**config.mk**
```make
export PLATFORM = sky130hd
export DESIGN_NAME = hamming_sec_encode_decode_flat
export DESIGN_NICKNAME = d
export VERILOG_FILES = /design/src/rtl/core/hsed_pkg.sv /design/src/rtl/core/hsed_cfg_if.sv /design/src/rtl/core/hsed_in_if.sv /design/src/rtl/core/hsed_out_if.sv /design/src/rtl/core/hamming_sec_encode_decode.sv /design/src/flat_wrapper.sv
export SDC_FILE = /design/constraint.sdc
export NUM_CORES = 1
export LEC_CHECK = 0
export ABC_CLOCK_PERIOD_IN_PS = 9400
export BUFFER_PORTS_ARGS = -buffer_cell sky130_fd_sc_hd__buf_2
export CAP_MARGIN = 15
export CORE_MARGIN = 1.5
export CORE_UTILIZATION = 57
export DETAILED_ROUTE_END_ITERATION = 10
export GPL_ROUTABILITY_DRIVEN = 0
export GPL_TIMING_DRIVEN = 0
export PLACE_DENSITY = 0.79
export RECOVER_POWER = 25
export SLEW_MARGIN = 25
export SYNTH_ARGS = -nofsm -noshare
export SYNTH_HDL_FRONTEND = slang
export SYNTH_SLANG_ARGS = --single-unit
```
**constraint.sdc**
```tcl
create_clock -name clk_i -period 9.4 [get_ports clk_i]
set_input_delay 0.47 -clock clk_i [delete_from_list [all_inputs] [get_ports clk_i]]
set_output_delay 0.47 -clock clk_i [all_outputs]
set_load 0.1 [all_outputs]
```
**src/rtl/core/hsed_pkg.sv**
```systemverilog
// ----------------------------------------------------------------------------
// hsed_pkg
// Shared constants, types and helper functions for the Hamming SEC
// encoder/checker.
// ----------------------------------------------------------------------------
package hsed_pkg;

  localparam int unsigned MaxDataBits = 57;
  localparam int unsigned DataW       = 57;
  localparam int unsigned CodeW       = 63;
  localparam int unsigned SynW        = 6;
  localparam int unsigned StatusW     = 2;
  localparam int unsigned CfgW        = 6;
  localparam int unsigned ParMax      = 6;

  localparam logic [CfgW-1:0] DataBitsRst = CfgW'(4);

  typedef enum logic [StatusW-1:0] {
    StClean = 2'd0,
    StFixed = 2'd1,
    StRange = 2'd2
  } status_e;

  typedef enum logic {
    FuncEncode = 1'b0,
    FuncDecode = 1'b1
  } func_e;

  // Clamps the configured data bit count and returns the code length k + r.
  function automatic logic [SynW-1:0] code_len(logic [CfgW-1:0] cfg);
    logic [CfgW-1:0] k;
    logic [SynW-1:0] r;
    k = cfg;
    if (k == '0) begin
      k = CfgW'(1);
    end else if (k > CfgW'(MaxDataBits)) begin
      k = CfgW'(MaxDataBits);
    end
    priority if (k <= CfgW'(1)) begin
      r = SynW'(2);
    end else if (k <= CfgW'(4)) begin
      r = SynW'(3);
    end else if (k <= CfgW'(11)) begin
      r = SynW'(4);
    end else if (k <= CfgW'(26)) begin
      r = SynW'(5);
    end else begin
      r = SynW'(6);
    end
    return SynW'(k) + r;
  endfunction

  // Places data bits in order at every position that is not a power of two.
  function automatic logic [CodeW-1:0] place_data(logic [DataW-1:0] d);
    logic [CodeW-1:0] w;
    logic [5:0]       di;
    w  = '0;
    di = '0;
    for (int p = 1; p <= CodeW; p++) begin
      if ((p & (p - 1)) != 0) begin
        w[p-1] = d[di];
        di     = di + 6'd1;
      end
    end
    return w;
  endfunction

  // Positions whose number has bit j set.
  function automatic logic [CodeW-1:0] pos_mask(int unsigned j);
    logic [CodeW-1:0] m;
    m = '0;
    for (int p = 1; p <= CodeW; p++) begin
      m[p-1] = ((p >> j) & 1) != 0;
    end
    return m;
  endfunction

endpackage

```
**src/rtl/core/hsed_cfg_if.sv**
```systemverilog
// ----------------------------------------------------------------------------
// hsed_cfg_if
// Configuration write channel carrying the data bit count.
// ----------------------------------------------------------------------------
interface hsed_cfg_if;
  import hsed_pkg::*;

  logic            valid;
  logic            ready;
  logic [CfgW-1:0] data_bits;

  modport source (output valid, output data_bits, input ready);
  modport sink   (input valid, input data_bits, output ready);
endinterface

```
**src/rtl/core/hsed_in_if.sv**
```systemverilog
// ----------------------------------------------------------------------------
// hsed_in_if
// Input channel: one item is a function select and its data or codeword.
// ----------------------------------------------------------------------------
interface hsed_in_if;
  import hsed_pkg::*;

  logic             valid;
  logic             ready;
  logic             func;
  logic [DataW-1:0] data_word;
  logic [CodeW-1:0] received_code;

  modport source (output valid, output func, output data_word, output received_code,
                  input ready);
  modport sink   (input valid, input func, input data_word, input received_code,
                  output ready);
endinterface

```
**src/rtl/core/hsed_out_if.sv**
```systemverilog
// ----------------------------------------------------------------------------
// hsed_out_if
// Output channel: one item is a codeword, its syndrome and a status code.
// ----------------------------------------------------------------------------
interface hsed_out_if;
  import hsed_pkg::*;

  logic               valid;
  logic               ready;
  logic [CodeW-1:0]   result_code;
  logic [SynW-1:0]    syndrome;
  logic [StatusW-1:0] status;

  modport source (output valid, output result_code, output syndrome, output status,
                  input ready);
  modport sink   (input valid, input result_code, input syndrome, input status,
                  output ready);
endinterface

```
**src/rtl/core/hamming_sec_encode_decode.sv**
```systemverilog
// ----------------------------------------------------------------------------
// hamming_sec_encode_decode
// Even-parity Hamming single-error-correcting encoder and checker with a
// configurable number of data bits.
// ----------------------------------------------------------------------------
// Pipeline: an input register holds the accepted item, then a result register
// holds the parity/syndrome logic output.
// Throughput: one item per cycle while the output is not stalled; a stalled
// output holds the result register and the input register fills behind it.
// Reset: both stages empty, data bit count set to 4 (7-bit code).
// ----------------------------------------------------------------------------
module hamming_sec_encode_decode (
  input  logic         clk_i,
  input  logic         rst_ni,
  hsed_cfg_if.sink     cfg_i,
  hsed_in_if.sink      in_i,
  hsed_out_if.source   out_o
);
  import hsed_pkg::*;

  logic [CfgW-1:0]    data_bits_q;

  logic               s1_valid_q;
  logic               s1_func_q;
  logic [DataW-1:0]   s1_data_q;
  logic [CodeW-1:0]   s1_rx_q;

  logic               out_valid_q;
  logic [CodeW-1:0]   out_code_q;
  logic [SynW-1:0]    out_syn_q;
  logic [StatusW-1:0] out_status_q;

  logic [CodeW-1:0]   out_code_d;
  logic [SynW-1:0]    out_syn_d;
  status_e            out_status_d;

  logic               s1_take;
  logic [SynW-1:0]    len;
  logic [CodeW-1:0]   len_mask;
  logic [CodeW-1:0]   word;
  logic [SynW-1:0]    syn;
  logic [CodeW-1:0]   par_bits;
  logic [CodeW-1:0]   flip;

  assign cfg_i.ready = 1'b1;

  assign s1_take    = !out_valid_q || out_o.ready;
  assign in_i.ready = !s1_valid_q || s1_take;

  assign len      = code_len(data_bits_q);
  assign len_mask = ~({CodeW{1'b1}} << len);

  always_comb begin
    word     = (s1_func_q == FuncDecode) ? s1_rx_q : place_data(s1_data_q);
    word     = word & len_mask;
    par_bits = '0;
    for (int unsigned j = 0; j < ParMax; j++) begin
      syn[j] = ^(word & pos_mask(j));
      par_bits[(1 << j) - 1] = syn[j];
    end
    flip = {{(CodeW-1){1'b0}}, 1'b1} << (syn - SynW'(1));
  end

  always_comb begin
    out_code_d   = word | par_bits;
    out_syn_d    = '0;
    out_status_d = StClean;
    if (s1_func_q == FuncDecode) begin
      out_code_d = word;
      out_syn_d  = syn;
      if (syn != '0) begin
        if (syn <= len) begin
          out_code_d   = word ^ flip;
          out_status_d = StFixed;
        end else begin
          out_status_d = StRange;
        end
      end
    end
  end

  always_ff @(posedge clk_i or negedge rst_ni) begin
    if (!rst_ni) begin
      data_bits_q <= DataBitsRst;
      s1_valid_q  <= 1'b0;
      out_valid_q <= 1'b0;
    end else begin
      if (cfg_i.valid) begin
        data_bits_q <= cfg_i.data_bits;
      end
      if (in_i.ready) begin
        s1_valid_q <= in_i.valid;
      end
      if (s1_take) begin
        out_valid_q <= s1_valid_q;
      end
    end
  end

  always_ff @(posedge clk_i) begin
    if (in_i.valid && in_i.ready) begin
      s1_func_q <= in_i.func;
      s1_data_q <= in_i.data_word;
      s1_rx_q   <= in_i.received_code;
    end
    if (s1_take && s1_valid_q) begin
      out_code_q   <= out_code_d;
      out_syn_q    <= out_syn_d;
      out_status_q <= out_status_d;
    end
  end

  assign out_o.valid       = out_valid_q;
  assign out_o.result_code = out_code_q;
  assign out_o.syndrome    = out_syn_q;
  assign out_o.status      = out_status_q;

endmodule

```
**src/flat_wrapper.sv**
```systemverilog
// flat-port wrapper written by rule: the top's interface ports become plain ports
module hamming_sec_encode_decode_flat import hsed_pkg::*;
  (clk_i, rst_ni, cfg_i_valid, cfg_i_data_bits, cfg_i_ready, in_i_valid, in_i_func, in_i_data_word, in_i_received_code, in_i_ready, out_o_valid, out_o_result_code, out_o_syndrome, out_o_status, out_o_ready);
  hsed_cfg_if cfg_i_i ();
  hsed_in_if in_i_i ();
  hsed_out_if out_o_i ();
  input  logic clk_i;
  input  logic rst_ni;
  input wire logic [$bits(cfg_i_i.valid)-1:0] cfg_i_valid;
  input wire logic [$bits(cfg_i_i.data_bits)-1:0] cfg_i_data_bits;
  output wire logic [$bits(cfg_i_i.ready)-1:0] cfg_i_ready;
  input wire logic [$bits(in_i_i.valid)-1:0] in_i_valid;
  input wire logic [$bits(in_i_i.func)-1:0] in_i_func;
  input wire logic [$bits(in_i_i.data_word)-1:0] in_i_data_word;
  input wire logic [$bits(in_i_i.received_code)-1:0] in_i_received_code;
  output wire logic [$bits(in_i_i.ready)-1:0] in_i_ready;
  output wire logic [$bits(out_o_i.valid)-1:0] out_o_valid;
  output wire logic [$bits(out_o_i.result_code)-1:0] out_o_result_code;
  output wire logic [$bits(out_o_i.syndrome)-1:0] out_o_syndrome;
  output wire logic [$bits(out_o_i.status)-1:0] out_o_status;
  input wire logic [$bits(out_o_i.ready)-1:0] out_o_ready;
  assign cfg_i_i.valid = cfg_i_valid;
  assign cfg_i_i.data_bits = cfg_i_data_bits;
  assign cfg_i_ready = cfg_i_i.ready;
  assign in_i_i.valid = in_i_valid;
  assign in_i_i.func = in_i_func;
  assign in_i_i.data_word = in_i_data_word;
  assign in_i_i.received_code = in_i_received_code;
  assign in_i_ready = in_i_i.ready;
  assign out_o_valid = out_o_i.valid;
  assign out_o_result_code = out_o_i.result_code;
  assign out_o_syndrome = out_o_i.syndrome;
  assign out_o_status = out_o_i.status;
  assign out_o_i.ready = out_o_ready;
  hamming_sec_encode_decode u_core (.clk_i(clk_i), .rst_ni(rst_ni), .cfg_i(cfg_i_i), .in_i(in_i_i), .out_o(out_o_i));
endmodule
```
==> results.py <==
metrics = {
    "setup_path": {
        "crit_path_start_kind": "register",
        "r2r_cells": 28,
        "worst-setup-path-type": "reg -> reg",
        "slowest_stage": "fa_1",
        "critPathTopFamily": "adder cells",
        "cpMostUsedCell": "xor2_1",
        "cp-end-kind": "register",
        "rr_endpoint": "u_core.out_o.result_code[49]",
        "cp_data_required_time_ns": 9.58,
        "slowest_delay_ns": 0.65,
        "critPathBufInv": 5,
        "r2r_start": "u_core.data_bits_q[3]",
        "cp.arrival_ns": 9.17,
        "r2r_setup_slack_ns": 0.41,
        "path_max_fanout": 10,
    },
    "timing": {
        "whs_ns": 0.188,
        "rsz0062_at_grt": "false",
        "finalSetupTns_ns": 0,
        "setup_violations": 0,
        "maxSlewHeadroom_pct": 36.7,
        "worstMarginPinSlew_ns": 0.923,
        "fin_ws_ns": 0.411,
        "fmax_mhz": 111,
        "drv_slew": 0,
        "period_minus_slack_ns": 8.99,
        "final.period_utilization_pct": 95.6,
        "hold_viol": 0,
        "finalClockSkew_ns": 0.00864,
    },
    "synthesis": {
        "yosysUniqueCellTypes": 94,
        "synth-simple-area-share_pct": 12.6,
        "synth_compound_area_share_pct": 13.0,
        "synthMuxAreaShare_pct": 6.23,
        "yosysSeqAreaShare_pct": 50.4,
        "synth_top_family_by_area": "XOR/XNOR gates",
        "synth_fa_ha_area_share_pct": 1.54,
        "syn_area_mm2": 0.0118,
        "synthArstFlopShare_pct": 4.00,
        "ys.flop_type": "edfxtp_1",
        "syn-mean-instance-area_um2": 11.6,
        "synth_xor_area_share_pct": 13.4,
        "syn-num-nets": 1160,
        "synth_cells": 1019,
        "ys_ff_latch": 200,
        "synth_enable_flop_cells": 192,
        "yosysWarnings": 0,
    },
    "cts": {
        "cts_made_buffers": 17,
        "cts_resized": 0,
        "clkTransAtPathRegs_ns": 0.08,
        "cts_sinks": 200,
        "cts_tree": "built",
        "root_buffer": "clkbuf_16",
        "cts_buffer_depth": 2,
        "cts.htree.levels": 4,
        "clk_latency_ns": 0.45,
    },
    "cells_and_area": {
        "diodes": 0,
        "fill_cells": 1514,
        "nets": 1386,
        "drive_gt1_share_pct": 28.1,
        "area_growth_syn_to_layout_pct": 17.5,
        "final_cells": 1528,
        "final_common_cell": "buf_2",
        "layout_common_cells": "buf_2, edfxtp_1, nand2_1",
    },
    "route": {
        "drt-total-wl_um": 32900,
        "via_per_inst": 6.23,
        "drtIter0Drc": 1276,
        "antenna_left": 0,
        "firstDrtPassIters": 6,
        "drc": 0,
        "via_count": 9525,
        "routedWlPerCell_um": 21.5,
    },
    "floorplan": {
        "die_h_um": 147,
        "dieArea_mm2": 0.0217,
        "num_rows": 52,
        "core_area_mm2": 0.0203,
        "die_x_um": 147,
        "start_util_pct": 58.3,
        "io_pins": 206,
    },
    "min_path": {
        "holdPathStages": 1,
        "hold_path.class": "in -> reg",
        "holdPathEnd": "u_core.s1_rx_q[14]",
        "worstHoldStart": "in_i_received_code[14]",
    },
    "grt": {
        "grt_pass1_vias": 9116,
        "grt_max_degree": 62,
        "antenna_found_initial": 1,
        "overflow": 0,
        "grt_pass1_wl_um": 49800,
        "grt_usage_pct": 30.8,
    },
    "placed_design": {
        "hpwl_um": 24900,
        "dp_cells": 1495,
        "io_buffers": 203,
        "place_ws_ns": 0.776,
    },
    "outcome": {
        "status": "complete, no violations",
    },
    "run": {
        "drv_cap": 0,
    },
}
## how the worst max path moves through the flow
stage | slack (ns) | depth (start not counted) | startpoint | end
3_3_place_gp | 0.97 | 29 | u_core.data_bits_q[3] | u_core.out_o.result_code[49]
4_1_cts | 0.74 | 28 | u_core.data_bits_q[3] | u_core.out_o.result_code[49]
5_1_grt | 0.11 | 28 | u_core.data_bits_q[3] | u_core.out_o.result_code[50]
2_1_floorplan | 2.30 | 30 | u_core.data_bits_q[3] | u_core.out_o.result_code[49]
6_report | 0.41 | 28 | u_core.data_bits_q[3] | u_core.out_o.result_code[49]
3_5_place_dp | 0.78 | 28 | u_core.data_bits_q[3] | u_core.out_o.result_code[49]
## synthesized netlist by cell type (5+ instances only)
library cell | instances | area (um2)
a21o_1 | 7 | 52.6
nor2_1 | 70 | 263
o21ai_1 | 7 | 35.0
nor4_1 | 15 | 93.8
o31ai_1 | 7 | 52.6
buf_4 | 11 | 82.6
xor2_1 | 59 | 517
dfrtp_1 | 7 | 175
nand2b_1 | 15 | 93.8
nand4_1 | 19 | 119
o211ai_1 | 15 | 113
xnor2_1 | 78 | 683
nor2_2 | 5 | 31.3
xnor3_1 | 13 | 293
clkbuf_1 | 15 | 56.3
ha_1 | 8 | 100
o21ai_0 | 33 | 165
mux2i_1 | 40 | 400
inv_1 | 14 | 52.6
a31oi_1 | 10 | 62.6
a21oi_1 | 53 | 265
a211oi_1 | 7 | 52.6
and2_1 | 9 | 56.3
nand3_1 | 16 | 80.1
inv_2 | 5 | 18.8
nand2_1 | 103 | 387
buf_2 | 19 | 95.1
mux2_2 | 29 | 327
o221ai_1 | 9 | 78.8
edfxtp_1 | 192 | 5770
nor3_1 | 20 | 100
## registers in the layout, indices dropped and copies added, names as in the netlist
register	cells
u_core.s1_data_q	57
u_core.out_o.syndrome	6
u_core.s1_func_q	1
u_core.out_o.status	2
u_core.data_bits_q	6
u_core.out_o.valid	1
u_core.s1_valid_q	1
u_core.out_o.result_code	63
u_core.s1_rx_q	63
## metrics by stage
step	utilization (%)	area [um2]
2_1_floorplan	-	11800
3_3_place_gp	65.0	13200
3_5_place_dp	65.4	13300
4_1_cts	68.5	13900
5_1_grt	68.5	13900
6_report	68.5	13900
## cell type report
class | count | area, um2 | area share, %
clock inverters | 15 | 203 | 1.46
repair buffers | 207 | 1090 | 7.85
well taps | 270 | 338 | 2.43
plain buffers | 48 | 253 | 1.82
multi-input cells | 752 | 5560 | 40.0
flip-flops and latches | 200 | 5970 | 42.9
clock buffers | 17 | 425 | 3.06
inverters | 19 | 71.3 | 0.513
## logic make-up (layout without fill, tap and decap cells)
family | count (synthesis) | count (layout)
other | 1 | 1
AO/OA/AOI/OAI | 205 | 205
AND/OR/NAND/NOR | 306 | 306
XOR/XNOR | 155 | 155
flip-flops | 200 | 200
multiplexers | 70 | 70
adder cells (fa/ha/maj) | 15 | 15
buffers and inverters | 67 | 306
## metal layers
layer | GRT usage (%) | part of all wire, %
met1 | 39.9 | 39
met2 | 47.4 | 45
met3 | 7.76 | 12
met4 | 17.2 | 4.9
met5 | 0 | 0
## timing repair
item / CTS / global route
buffers inserted: 0 / 0
hold buffers: 1 / 0
hold endpoints to repair: 7 / 0
Power is left out: the tool's default activity adds up to more than one toggle a clock period on the data nets, which glitch-free logic cannot reach.
